File: src/rtl/core/gclw_pkg.sv
`timescale 1ns / 1ps
// ----------------------------------------------------------------------------
// gclw_pkg
// Shared constants of the grid line cell walker: default coordinate format,
// cell width, register indexes and result queue size.
// ----------------------------------------------------------------------------
package gclw_pkg;

	localparam int COORD_BITS_DEF = 20;
	localparam int FRAC_BITS_DEF  = 8;
	localparam int CELL_BITS      = 12;

	localparam int CFG_IDX_BITS = 3;
	localparam logic [CFG_IDX_BITS-1:0] CFG_START_X = 3'd0;
	localparam logic [CFG_IDX_BITS-1:0] CFG_START_Y = 3'd1;
	localparam logic [CFG_IDX_BITS-1:0] CFG_END_X   = 3'd2;
	localparam logic [CFG_IDX_BITS-1:0] CFG_END_Y   = 3'd3;

	localparam int RES_PTR_BITS = 3;
	localparam int RES_DEPTH    = 1 << RES_PTR_BITS;

endpackage

File: src/rtl/core/grid_line_cell_walker.sv
`timescale 1ns / 1ps
// ----------------------------------------------------------------------------
// grid_line_cell_walker
// Walks the grid cells crossed by the segment from the start point toward the
// end point, one cell per request. A request with restart set, or the first
// request after reset, returns the start cell and loads the walk from the
// configuration registers; any other request steps to the next cell through
// the nearer vertical or horizontal grid line, stepping in x on a tie. The
// block takes one request per clock while req_stall is low. Results wait in an
// eight-entry queue, and req_stall rises while eight requests are taken and
// not yet delivered. Configuration writes reach the walk through three
// register stages of slope and product set-up, which the request path matches,
// so a request may follow a write at once.
// ----------------------------------------------------------------------------
module grid_line_cell_walker #(
	parameter int COORD_BITS = gclw_pkg::COORD_BITS_DEF,
	parameter int FRAC_BITS  = gclw_pkg::FRAC_BITS_DEF
) (
	input  logic                                  clk,
	input  logic                                  arst_n,
	input  logic                                  cfg_we,
	input  logic [gclw_pkg::CFG_IDX_BITS-1:0]     cfg_index,
	input  logic [COORD_BITS-1:0]                 cfg_data,
	input  logic                                  req_valid,
	output logic                                  req_stall,
	input  logic                                  restart,
	output logic                                  res_valid,
	input  logic                                  res_stall,
	output logic signed [gclw_pkg::CELL_BITS-1:0] cell_x,
	output logic signed [gclw_pkg::CELL_BITS-1:0] cell_y
);

	localparam int CB    = COORD_BITS;
	localparam int FB    = FRAC_BITS;
	localparam int CW    = gclw_pkg::CELL_BITS;
	localparam int SW0   = (CB > CW) ? CB : CW;
	localparam int SW    = ((SW0 > FB) ? SW0 : FB) + 1;
	localparam int PW    = FB + 1 + CB;
	localparam int DW    = PW + 1;
	localparam int PB    = gclw_pkg::RES_PTR_BITS;
	localparam int CNT_W = PB + 1;

	localparam logic signed [CW-1:0] CELL_MAX = {1'b0, {(CW-1){1'b1}}};
	localparam logic signed [CW-1:0] CELL_MIN = {1'b1, {(CW-1){1'b0}}};
	localparam logic signed [SW-1:0] CELL_MAX_W = SW'(CELL_MAX);
	localparam logic signed [SW-1:0] CELL_MIN_W = SW'(CELL_MIN);
	localparam logic [SW-1:0] FRAC_MASK = SW'((1 << FB) - 1);
	localparam logic [FB:0]   ONE_UNIT  = (FB + 1)'(1 << FB);

	// configuration registers
	logic signed [CB-1:0] start_x_q, start_y_q, end_x_q, end_y_q;

	// walk set-up, stage a
	logic signed [CB:0] dx_q, dy_q;

	// walk set-up, stage b
	logic [CB-1:0]        ax_q, ay_q;
	logic                 sx_neg_q, sy_neg_q, x_only_q, y_only_q;
	logic [FB:0]          dist_x_q, dist_y_q;
	logic signed [CW-1:0] cell0_x_q, cell0_y_q;

	// walk set-up, stage c
	logic [PW-1:0] px_q, py_q;

	// request pipeline
	logic valid_s1, valid_s2, valid_s3, valid_s4;
	logic restart_s1, restart_s2, restart_s3, restart_s4;

	// walk state
	logic signed [CW-1:0] cur_x_q, cur_y_q;
	logic signed [DW-1:0] d_q;
	logic                 first_q;
	logic [CB-1:0]        wax_q, way_q;
	logic                 wsx_neg_q, wsy_neg_q, wx_only_q, wy_only_q;

	// result queue
	logic signed [CW-1:0] qx_q [gclw_pkg::RES_DEPTH];
	logic signed [CW-1:0] qy_q [gclw_pkg::RES_DEPTH];
	logic [PB:0]          wp_q, rp_q;
	logic [CNT_W-1:0]     cnt_q;

	logic                 req_take, res_take;
	logic signed [SW-1:0] sx_w, sy_w, fl_x, fl_y;
	logic [FB:0]          frac_x, frac_y;
	logic signed [CW-1:0] sat0_x, sat0_y;
	logic                 load;
	logic                 go_x;
	logic signed [DW-1:0] d0, inc_x, inc_y, nd;
	logic signed [CW-1:0] step_x, step_y, nx, ny;

	assign req_stall = (cnt_q == CNT_W'(gclw_pkg::RES_DEPTH));
	assign req_take  = req_valid & ~req_stall;
	assign res_valid = (wp_q != rp_q);
	assign res_take  = res_valid & ~res_stall;
	assign cell_x    = qx_q[rp_q[PB-1:0]];
	assign cell_y    = qy_q[rp_q[PB-1:0]];

	// start cell and distance to the first grid line
	always_comb begin
		sx_w   = SW'(start_x_q);
		sy_w   = SW'(start_y_q);
		fl_x   = sx_w >>> FB;
		fl_y   = sy_w >>> FB;
		frac_x = (FB + 1)'(sx_w & FRAC_MASK);
		frac_y = (FB + 1)'(sy_w & FRAC_MASK);
		if (fl_x > CELL_MAX_W) begin
			sat0_x = CELL_MAX;
		end else if (fl_x < CELL_MIN_W) begin
			sat0_x = CELL_MIN;
		end else begin
			sat0_x = CW'(fl_x);
		end
		if (fl_y > CELL_MAX_W) begin
			sat0_y = CELL_MAX;
		end else if (fl_y < CELL_MIN_W) begin
			sat0_y = CELL_MIN;
		end else begin
			sat0_y = CW'(fl_y);
		end
	end

	// one step of the walk
	always_comb begin
		load  = restart_s4 | first_q;
		d0    = $signed({1'b0, px_q}) - $signed({1'b0, py_q});
		inc_x = $signed(DW'(way_q) << FB);
		inc_y = $signed(DW'(wax_q) << FB);
		if (wy_only_q) begin
			go_x = 1'b0;
		end else if (wx_only_q) begin
			go_x = 1'b1;
		end else begin
			go_x = (d_q <= 0);
		end
		if (wsx_neg_q) begin
			step_x = (cur_x_q == CELL_MIN) ? cur_x_q : cur_x_q - CW'(1);
		end else begin
			step_x = (cur_x_q == CELL_MAX) ? cur_x_q : cur_x_q + CW'(1);
		end
		if (wsy_neg_q) begin
			step_y = (cur_y_q == CELL_MIN) ? cur_y_q : cur_y_q - CW'(1);
		end else begin
			step_y = (cur_y_q == CELL_MAX) ? cur_y_q : cur_y_q + CW'(1);
		end
		if (load) begin
			nx = cell0_x_q;
			ny = cell0_y_q;
			nd = d0;
		end else begin
			nx = go_x ? step_x : cur_x_q;
			ny = go_x ? cur_y_q : step_y;
			if (wx_only_q | wy_only_q) begin
				nd = d_q;
			end else begin
				nd = go_x ? d_q + inc_x : d_q - inc_y;
			end
		end
	end

	always_ff @(posedge clk or negedge arst_n) begin
		if (!arst_n) begin
			start_x_q <= '0;
			start_y_q <= '0;
			end_x_q   <= '0;
			end_y_q   <= '0;
		end else if (cfg_we) begin
			case (cfg_index)
				gclw_pkg::CFG_START_X: start_x_q <= cfg_data;
				gclw_pkg::CFG_START_Y: start_y_q <= cfg_data;
				gclw_pkg::CFG_END_X:   end_x_q   <= cfg_data;
				gclw_pkg::CFG_END_Y:   end_y_q   <= cfg_data;
				default: ;
			endcase
		end
	end

	// walk set-up pipeline, free running
	always_ff @(posedge clk) begin
		dx_q      <= (CB + 1)'(end_x_q) - (CB + 1)'(start_x_q);
		dy_q      <= (CB + 1)'(end_y_q) - (CB + 1)'(start_y_q);
		ax_q      <= CB'(dx_q[CB] ? -dx_q : dx_q);
		ay_q      <= CB'(dy_q[CB] ? -dy_q : dy_q);
		sx_neg_q  <= dx_q[CB];
		sy_neg_q  <= dy_q[CB];
		y_only_q  <= (dx_q == '0);
		x_only_q  <= (dx_q != '0) && (dy_q == '0);
		dist_x_q  <= dx_q[CB] ? frac_x : ONE_UNIT - frac_x;
		dist_y_q  <= dy_q[CB] ? frac_y : ONE_UNIT - frac_y;
		cell0_x_q <= sat0_x;
		cell0_y_q <= sat0_y;
		px_q      <= PW'(dist_x_q) * PW'(ay_q);
		py_q      <= PW'(dist_y_q) * PW'(ax_q);
	end

	always_ff @(posedge clk or negedge arst_n) begin
		if (!arst_n) begin
			valid_s1 <= 1'b0;
			valid_s2 <= 1'b0;
			valid_s3 <= 1'b0;
			valid_s4 <= 1'b0;
			cur_x_q  <= '0;
			cur_y_q  <= '0;
			first_q  <= 1'b1;
			wp_q     <= '0;
			rp_q     <= '0;
			cnt_q    <= '0;
		end else begin
			valid_s1 <= req_take;
			valid_s2 <= valid_s1;
			valid_s3 <= valid_s2;
			valid_s4 <= valid_s3;
			if (valid_s4) begin
				cur_x_q <= nx;
				cur_y_q <= ny;
				first_q <= 1'b0;
				wp_q    <= wp_q + (PB + 1)'(1);
			end
			if (res_take) begin
				rp_q <= rp_q + (PB + 1)'(1);
			end
			cnt_q <= cnt_q + CNT_W'(req_take) - CNT_W'(res_take);
		end
	end

	always_ff @(posedge clk) begin
		restart_s1 <= restart;
		restart_s2 <= restart_s1;
		restart_s3 <= restart_s2;
		restart_s4 <= restart_s3;
		if (valid_s4) begin
			d_q <= nd;
			qx_q[wp_q[PB-1:0]] <= nx;
			qy_q[wp_q[PB-1:0]] <= ny;
			if (load) begin
				wax_q     <= ax_q;
				way_q     <= ay_q;
				wsx_neg_q <= sx_neg_q;
				wsy_neg_q <= sy_neg_q;
				wx_only_q <= x_only_q;
				wy_only_q <= y_only_q;
			end
		end
	end

endmodule
File: config.mk
export PLATFORM = sky130hd
export DESIGN_NAME = grid_line_cell_walker
export DESIGN_NICKNAME = d
export VERILOG_FILES = /design/src/rtl/core/gclw_pkg.sv /design/src/rtl/core/grid_line_cell_walker.sv
export SDC_FILE = /design/constraint.sdc
export NUM_CORES = 2
export LEC_CHECK = 0
export BUFFER_PORTS_ARGS = -buffer_cell sky130_fd_sc_hd__buf_2
export CORE_UTILIZATION = 50
export DETAILED_ROUTE_END_ITERATION = 16
export PLACE_DENSITY = 0.77
export RECOVER_POWER = 25
export SETUP_SLACK_MARGIN = 0.4
export SLEW_MARGIN = 15
export SYNTH_ARGS = -nofsm -noshare
export SYNTH_HDL_FRONTEND = slang
export SYNTH_SLANG_ARGS = --single-unit
File: constraint.sdc
create_clock -name clk -period 6.1 [get_ports clk]
set_input_delay 0.915 -clock clk [delete_from_list [all_inputs] [get_ports clk]]
set_output_delay 0.915 -clock clk [all_outputs]
set_load 0.05 [all_outputs]
# Yosys cells after proc, flatten, opt, wreduce, memory -nomap -nowiden

Memory sizes are Yosys's and may differ from the RTL's.
Cells that the tools add are included.

Bits in registers: 385
Bits in writable memories: 192
Input port bits: 29
Word-level logic and storage cells: 117
Memories kept: 2

Memory list:

| memory | words | bits a word | rd ports | clocked after Yosys merged registers in | wr ports | RTL line                    | RTL |
|---|---|---|---|---|---|---|---|
| qx_q   | 8     | 12          | 1        | 0                                       | 1        | grid_line_cell_walker.sv:77 | `logic signed [CW-1:0] qx_q [gclw_pkg::RES_DEPTH];` |
| qy_q   | 8     | 12          | 1        | 0                                       | 1        | grid_line_cell_walker.sv:78 | `logic signed [CW-1:0] qy_q [gclw_pkg::RES_DEPTH];` |

$add $sub $neg: 17
$mul: 2
$lt $le $gt $ge: 5
Equal/unequal tests: 10
Multiplexer cells: 23
Bitwise operators: 6
Reduce and logical (&&, ||, !) cells: 11

Operators by type and width:

| operator                                                                | count |
|---|---|
| 12-bit two-way mux                                                      | 12 |
| 30-bit two-way mux                                                      | 3 |
| 9-bit by 20-bit multiplier with 29-bit output                           | 2 |
| 12-bit equality test (second input constant)                            | 4 |
| 21-bit zero test                                                        | 2 |
| 20-bit by 20-bit subtractor with 21-bit output                          | 2 |
| 20-bit two-way mux                                                      | 2 |
| 20-bit negation                                                         | 2 |
| 30-bit by 29-bit adder with 30-bit output                               | 1 |
| 30-bit by 1-bit <= comparator with 1-bit output (second input constant) | 1 |
| 29-bit by 29-bit subtractor with 30-bit output                          | 1 |
| 30-bit by 29-bit subtractor with 30-bit output                          | 1 |
| 12-bit by 2-bit adder with 12-bit output (second input constant)        | 2 |
| 12-bit > comparator (second input constant)                             | 2 |
| 12-bit < comparator (second input constant)                             | 2 |
| 12-bit by 2-bit subtractor with 12-bit output (second input constant)   | 2 |
| 21-bit nonzero test                                                     | 1 |
| 9-bit by 8-bit subtractor with 9-bit output (first input constant)      | 2 |
| 8-bit two-way mux                                                       | 2 |
| 2-bit AND reduction                                                     | 6 |
| 4-bit by 1-bit adder with 4-bit output (second input constant)          | 2 |
| 3-bit by 2-bit equality test with 1-bit output (second input constant)  | 2 |
| 4-bit by 1-bit adder with 4-bit output                                  | 1 |
| 4-bit equality test (second input constant)                             | 1 |
| 10 further kinds                                                        | 16 |

# Longest topological paths before layout

Depth after elaboration: 6
Depth in mapped cells: 21

# Worst setup path after synthesis

Ideal clock, no wire load.

Path kind: reg-to-reg
From: register dist_y_q[0]
To: register py_q[28]
Setup time: 72 ps
Data arrival time: 4832 ps
Required time: 6028 ps
Setup slack: 1196 ps
Cell stages (with the launch flop): 20
Buffers on the path: 1
Period minus slack after synthesis: 4904 ps
Cell sequence: dfxtp_1 clkbuf_1 nand2_1 fa_1 inv_1 fa_1 inv_1 fa_1 fa_1 inv_1 ha_1 o21ai_0 a21oi_1 o211a_1 o31ai_1 o211ai_1 a21oi_1 o21ai_0 a21oi_1 xnor2_1

Cells in the longest elaborated chain, start to end: 1

RTL lines:

| what                                          | RTL line                     | RTL |
|---|---|---|
| from (decl)                                   | grid_line_cell_walker.sv:59  | `logic [FB:0] dist_x_q, dist_y_q;` |
| from (signal assigned)                        | grid_line_cell_walker.sv:188 | `dist_y_q <= dy_q[CB] ? frac_y : ONE_UNIT - frac_y;` |
| 9-bit by 20-bit multiplier with 29-bit output | grid_line_cell_walker.sv:192 | `py_q <= PW'(dist_y_q) * PW'(ax_q);` |
| to (signal assigned)                          | grid_line_cell_walker.sv:192 |  |
| to (decl)                                     | grid_line_cell_walker.sv:63  | `logic [PW-1:0] px_q, py_q;` |

No other way between the ends.
A chain may end at the register's enable or synchronous reset.

# Worst setup path in the final report

From: register dist_y_q[6]
To: register py_q[27]

The elaborated chain is that of the path after synthesis.

==> out/results.tsv <==
metric	value	unit
synth_edf_count	266	
relSlewSlack	-73.4	%
core-area	72100	um^2
critical_path_cell_count	17	
rr_endpoint	py_q[27]$_DFF_P_	
synthCells	3448	
crit_path_frequent_cell	fa_1	
num_io_pins	55	
ys_seq_area_share	40.4	%
crit_path_cell_trace	nand2_1 -> fa_1 -> fa_1 -> inv_1 -> fa_1 -> inv_1 -> fa_1 -> inv_1 -> ha_1 -> o21ai_0 -> o21bai_1 -> a21oi_1 -> o41ai_1 -> nand2_1 -> o221a_2 -> o21ai_0 -> xor2_1	
ant_nets	0	
critPathKind	reg -> reg	
setup_viol	0	
crit_family	adder cells	
synth_nets	3942	
die_y	273	um
reg2regPathDepth	17	
areaGrowthSynthToFinish	8.35	%
status	complete, but fails checks	
crit_buf_inv	3	
drt_first_iter_violations	1828	
synth_cell_types	79	
slew_viol_final	251	
cts_tree	yes	
start_util	50.9	%
drc_errors	0	
ff2ff_setup_slack	680	ps
use_met2	41.8	%
place_congestion	0.916	
post_drt_wl_per_cell	19.5	um
fin_nets	3939	
grt.total_usage	23.6	%
cpPeakStageDelay	760	ps
worst-path-max-fanout	20	
cts_buffers	56	
use_met1	29.2	%
root_buffer	clkbuf_16	
grt_pass1_wl	137000	um
insertion_delay	620	ps
min_path_type	reg -> reg	
rows	98	
synth_ff_type	edfxtp_1	
die_w	273	um
fmax	184	MHz
crit_slowest_cell	dfxtp_1	
via_per_inst	5.60	
synth_area	36700	um^2
cts_max_level	2	
synth.avg_cell_area	10.6	um^2
rsz0062_at_grt	no	
cp-start-kind	flop	
r2r-start	dist_y_q[6]$_DFF_P_	
finalCriticalPeriod	5420	ps
grt_max_degree	53	
ys_seq_elements	577	
endpoint_kind	flop	
drv_cap	6	
portBuffers	54	
globalRouteOverflowTotal	0	
vias	24900	
antenna_found_initial	6	
fin_setup_tns	0	ps
first_global_vias	25400	
hold_viol_final	0	
critPathRequiredTime	6640	ps
wl	86500	um
antennaDiodeCount	0	
use_met3	3.47	%
clkTransAtPathRegs	60	ps
worst_slew_pin_slew	2600	ps
post-route-period-util	88.9	%
violations	capacitance limit, slew limit	
yosysWarningCount	0	
fin_worst_skew	18.0	ps
crit_arrival	5970	ps
clock-sinks	577	
endpoint	py_q[27]$_DFF_P_	
first_pass_iters	7	
postCtsSetupBuffers	0	
async_reset_ff_share	21.0	%
place.detailed.hpwl	65000	um
layout-drive-gt1-share	9.93	%
startpoint	dist_y_q[6]$_DFF_P_	
die-area	74500	um^2
cts_max_path_buffers	3	
top_usage_layer	met2	
## state kept, by name, summed over array words and instances, names as in the netlist, 4 cells and up
register and cells:
py_q 29, dy_q 21, px_q 29, rp_q 4, ay_q 20, wax_q 20, qy_q 96, start_y_q 20
wp_q 4, qx_q 96, dx_q 21, cur_y_q 12, end_x_q 20, cnt_q 4, ax_q 20, cell0_x_q 12
end_y_q 20, cell0_y_q 12, way_q 20, dist_x_q 9, d_q 30, dist_y_q 9, start_x_q 20, cur_x_q 12
## Yosys cell counts (9+ instances only)
master / instances / area [um^2]
inv_1: 439 / 1650
nand2_1: 321 / 1200
edfxtp_1: 266 / 7990
fa_1: 259 / 5180
and2_1: 216 / 1350
ha_1: 206 / 2580
dfxtp_1: 190 / 3800
xnor2_1: 159 / 1390
o21ai_0: 150 / 751
a21oi_1: 149 / 746
nor2_1: 148 / 556
clkbuf_1: 137 / 514
dfrtp_1: 120 / 3000
mux2_2: 81 / 912
xor2_1: 50 / 438
mux4_2: 48 / 1080
a21o_1: 41 / 308
nand3_1: 38 / 190
nor3_1: 34 / 170
o21a_1: 30 / 225
nand2b_1: 28 / 175
or3_1: 25 / 156
nor2b_1: 23 / 144
a31oi_1: 22 / 138
nor4_1: 21 / 131
nand4_1: 19 / 119
o21bai_1: 17 / 128
or4_1: 17 / 128
o31ai_1: 16 / 120
a211oi_1: 15 / 113
and3_1: 13 / 81.3
o211ai_1: 12 / 90.1
buf_1: 11 / 41.3
or2_2: 9 / 56.3
## placed cells by master (no fill, tap or decap), types with 118 or more instances in the layout
cell type / n
inv_1: 439
nand2_1: 321
edfxtp_1: 266
fa_1: 259
and2_1: 213
ha_1: 206
dfxtp_1: 177
xnor2_1: 159
a21oi_1: 149
o21ai_0: 149
nor2_1: 141
dfrtp_1: 118
## worst min-delay path by stage
stage	start	end	slack, ps	cells past startpoint
global placement	restart_s2$_DFF_P_	restart_s3$_DFF_P_	320	0
finish	restart_s2$_DFF_P_	restart_s3$_DFF_P_	330	0
detailed placement	restart_s2$_DFF_P_	restart_s3$_DFF_P_	320	0
CTS	arst_n	start_y_q[0]$_DFFE_PN0P_	260	1
floorplan	restart_s1$_DFF_P_	restart_s2$_DFF_P_	310	0
global route	restart_s2$_DFF_P_	restart_s3$_DFF_P_	340	0
## layer usage
metal	wire, um	vias up
met2	43500	700
li1	-	11600
met1	35300	12400
met5	10	-
met4	2930	2
met3	4740	155
## area by class of cell
type / count / area, um^2
multi-input combinational: 2282 / 19800
inverter: 439 / 1650
fill: 6079 / 32300
sequential: 577 / 14800
clock buffer: 76 / 1580
tap: 950 / 1190
timing repair buffer: 89 / 478
clock inverter: 30 / 278
## what timing repair did
| item | in CTS | in global routing |
|---|---|---|
| hold buffers | 0 | 0 |
| endpoints found under the setup margin | 1 | 10 |
| gates cloned | 0 | 0 |
| gates resized for setup | 1 | 14 |
| pin swaps | 0 | 0 |
## per-stage QoR
step / setup WS [ps] / utilization [%] / cell area [um^2] / instances / hold slack [ps]
2_1_floorplan: 1200 / - / 36700 / 3448 / 310
3_3_place_gp: 511 / 52.6 / 38000 / 4337 / 316
3_5_place_dp: 401 / 52.6 / 38000 / 4337 / 319
4_1_cts: 430 / 55.2 / 39800 / 4443 / 264
5_1_grt: 449 / 55.2 / 39800 / 4443 / 345
6_report: 676 / 55.2 / 39800 / 4443 / 332
## cells by family (layout without fill, tap and decap cells)
| group | Yosys count | count (layout) | synth area share, % |
|---|---|---|---|
| AOI/OAI and AO/OA | 530 | 530 | 8.96 |
| and+or+nand+nor | 942 | 942 | 12.9 |
| DFF | 577 | 577 | 40.4 |
| xor gates and xnor gates | 209 | 209 | 4.99 |
| muxes | 136 | 136 | 5.62 |
| adders and majority gates | 465 | 465 | 21.1 |
| buffers and inverters | 589 | 634 | 6.03 |
Power is left out: the tool's default activity adds up to more than one toggle a clock period on the data nets, which glitch-free logic cannot reach.
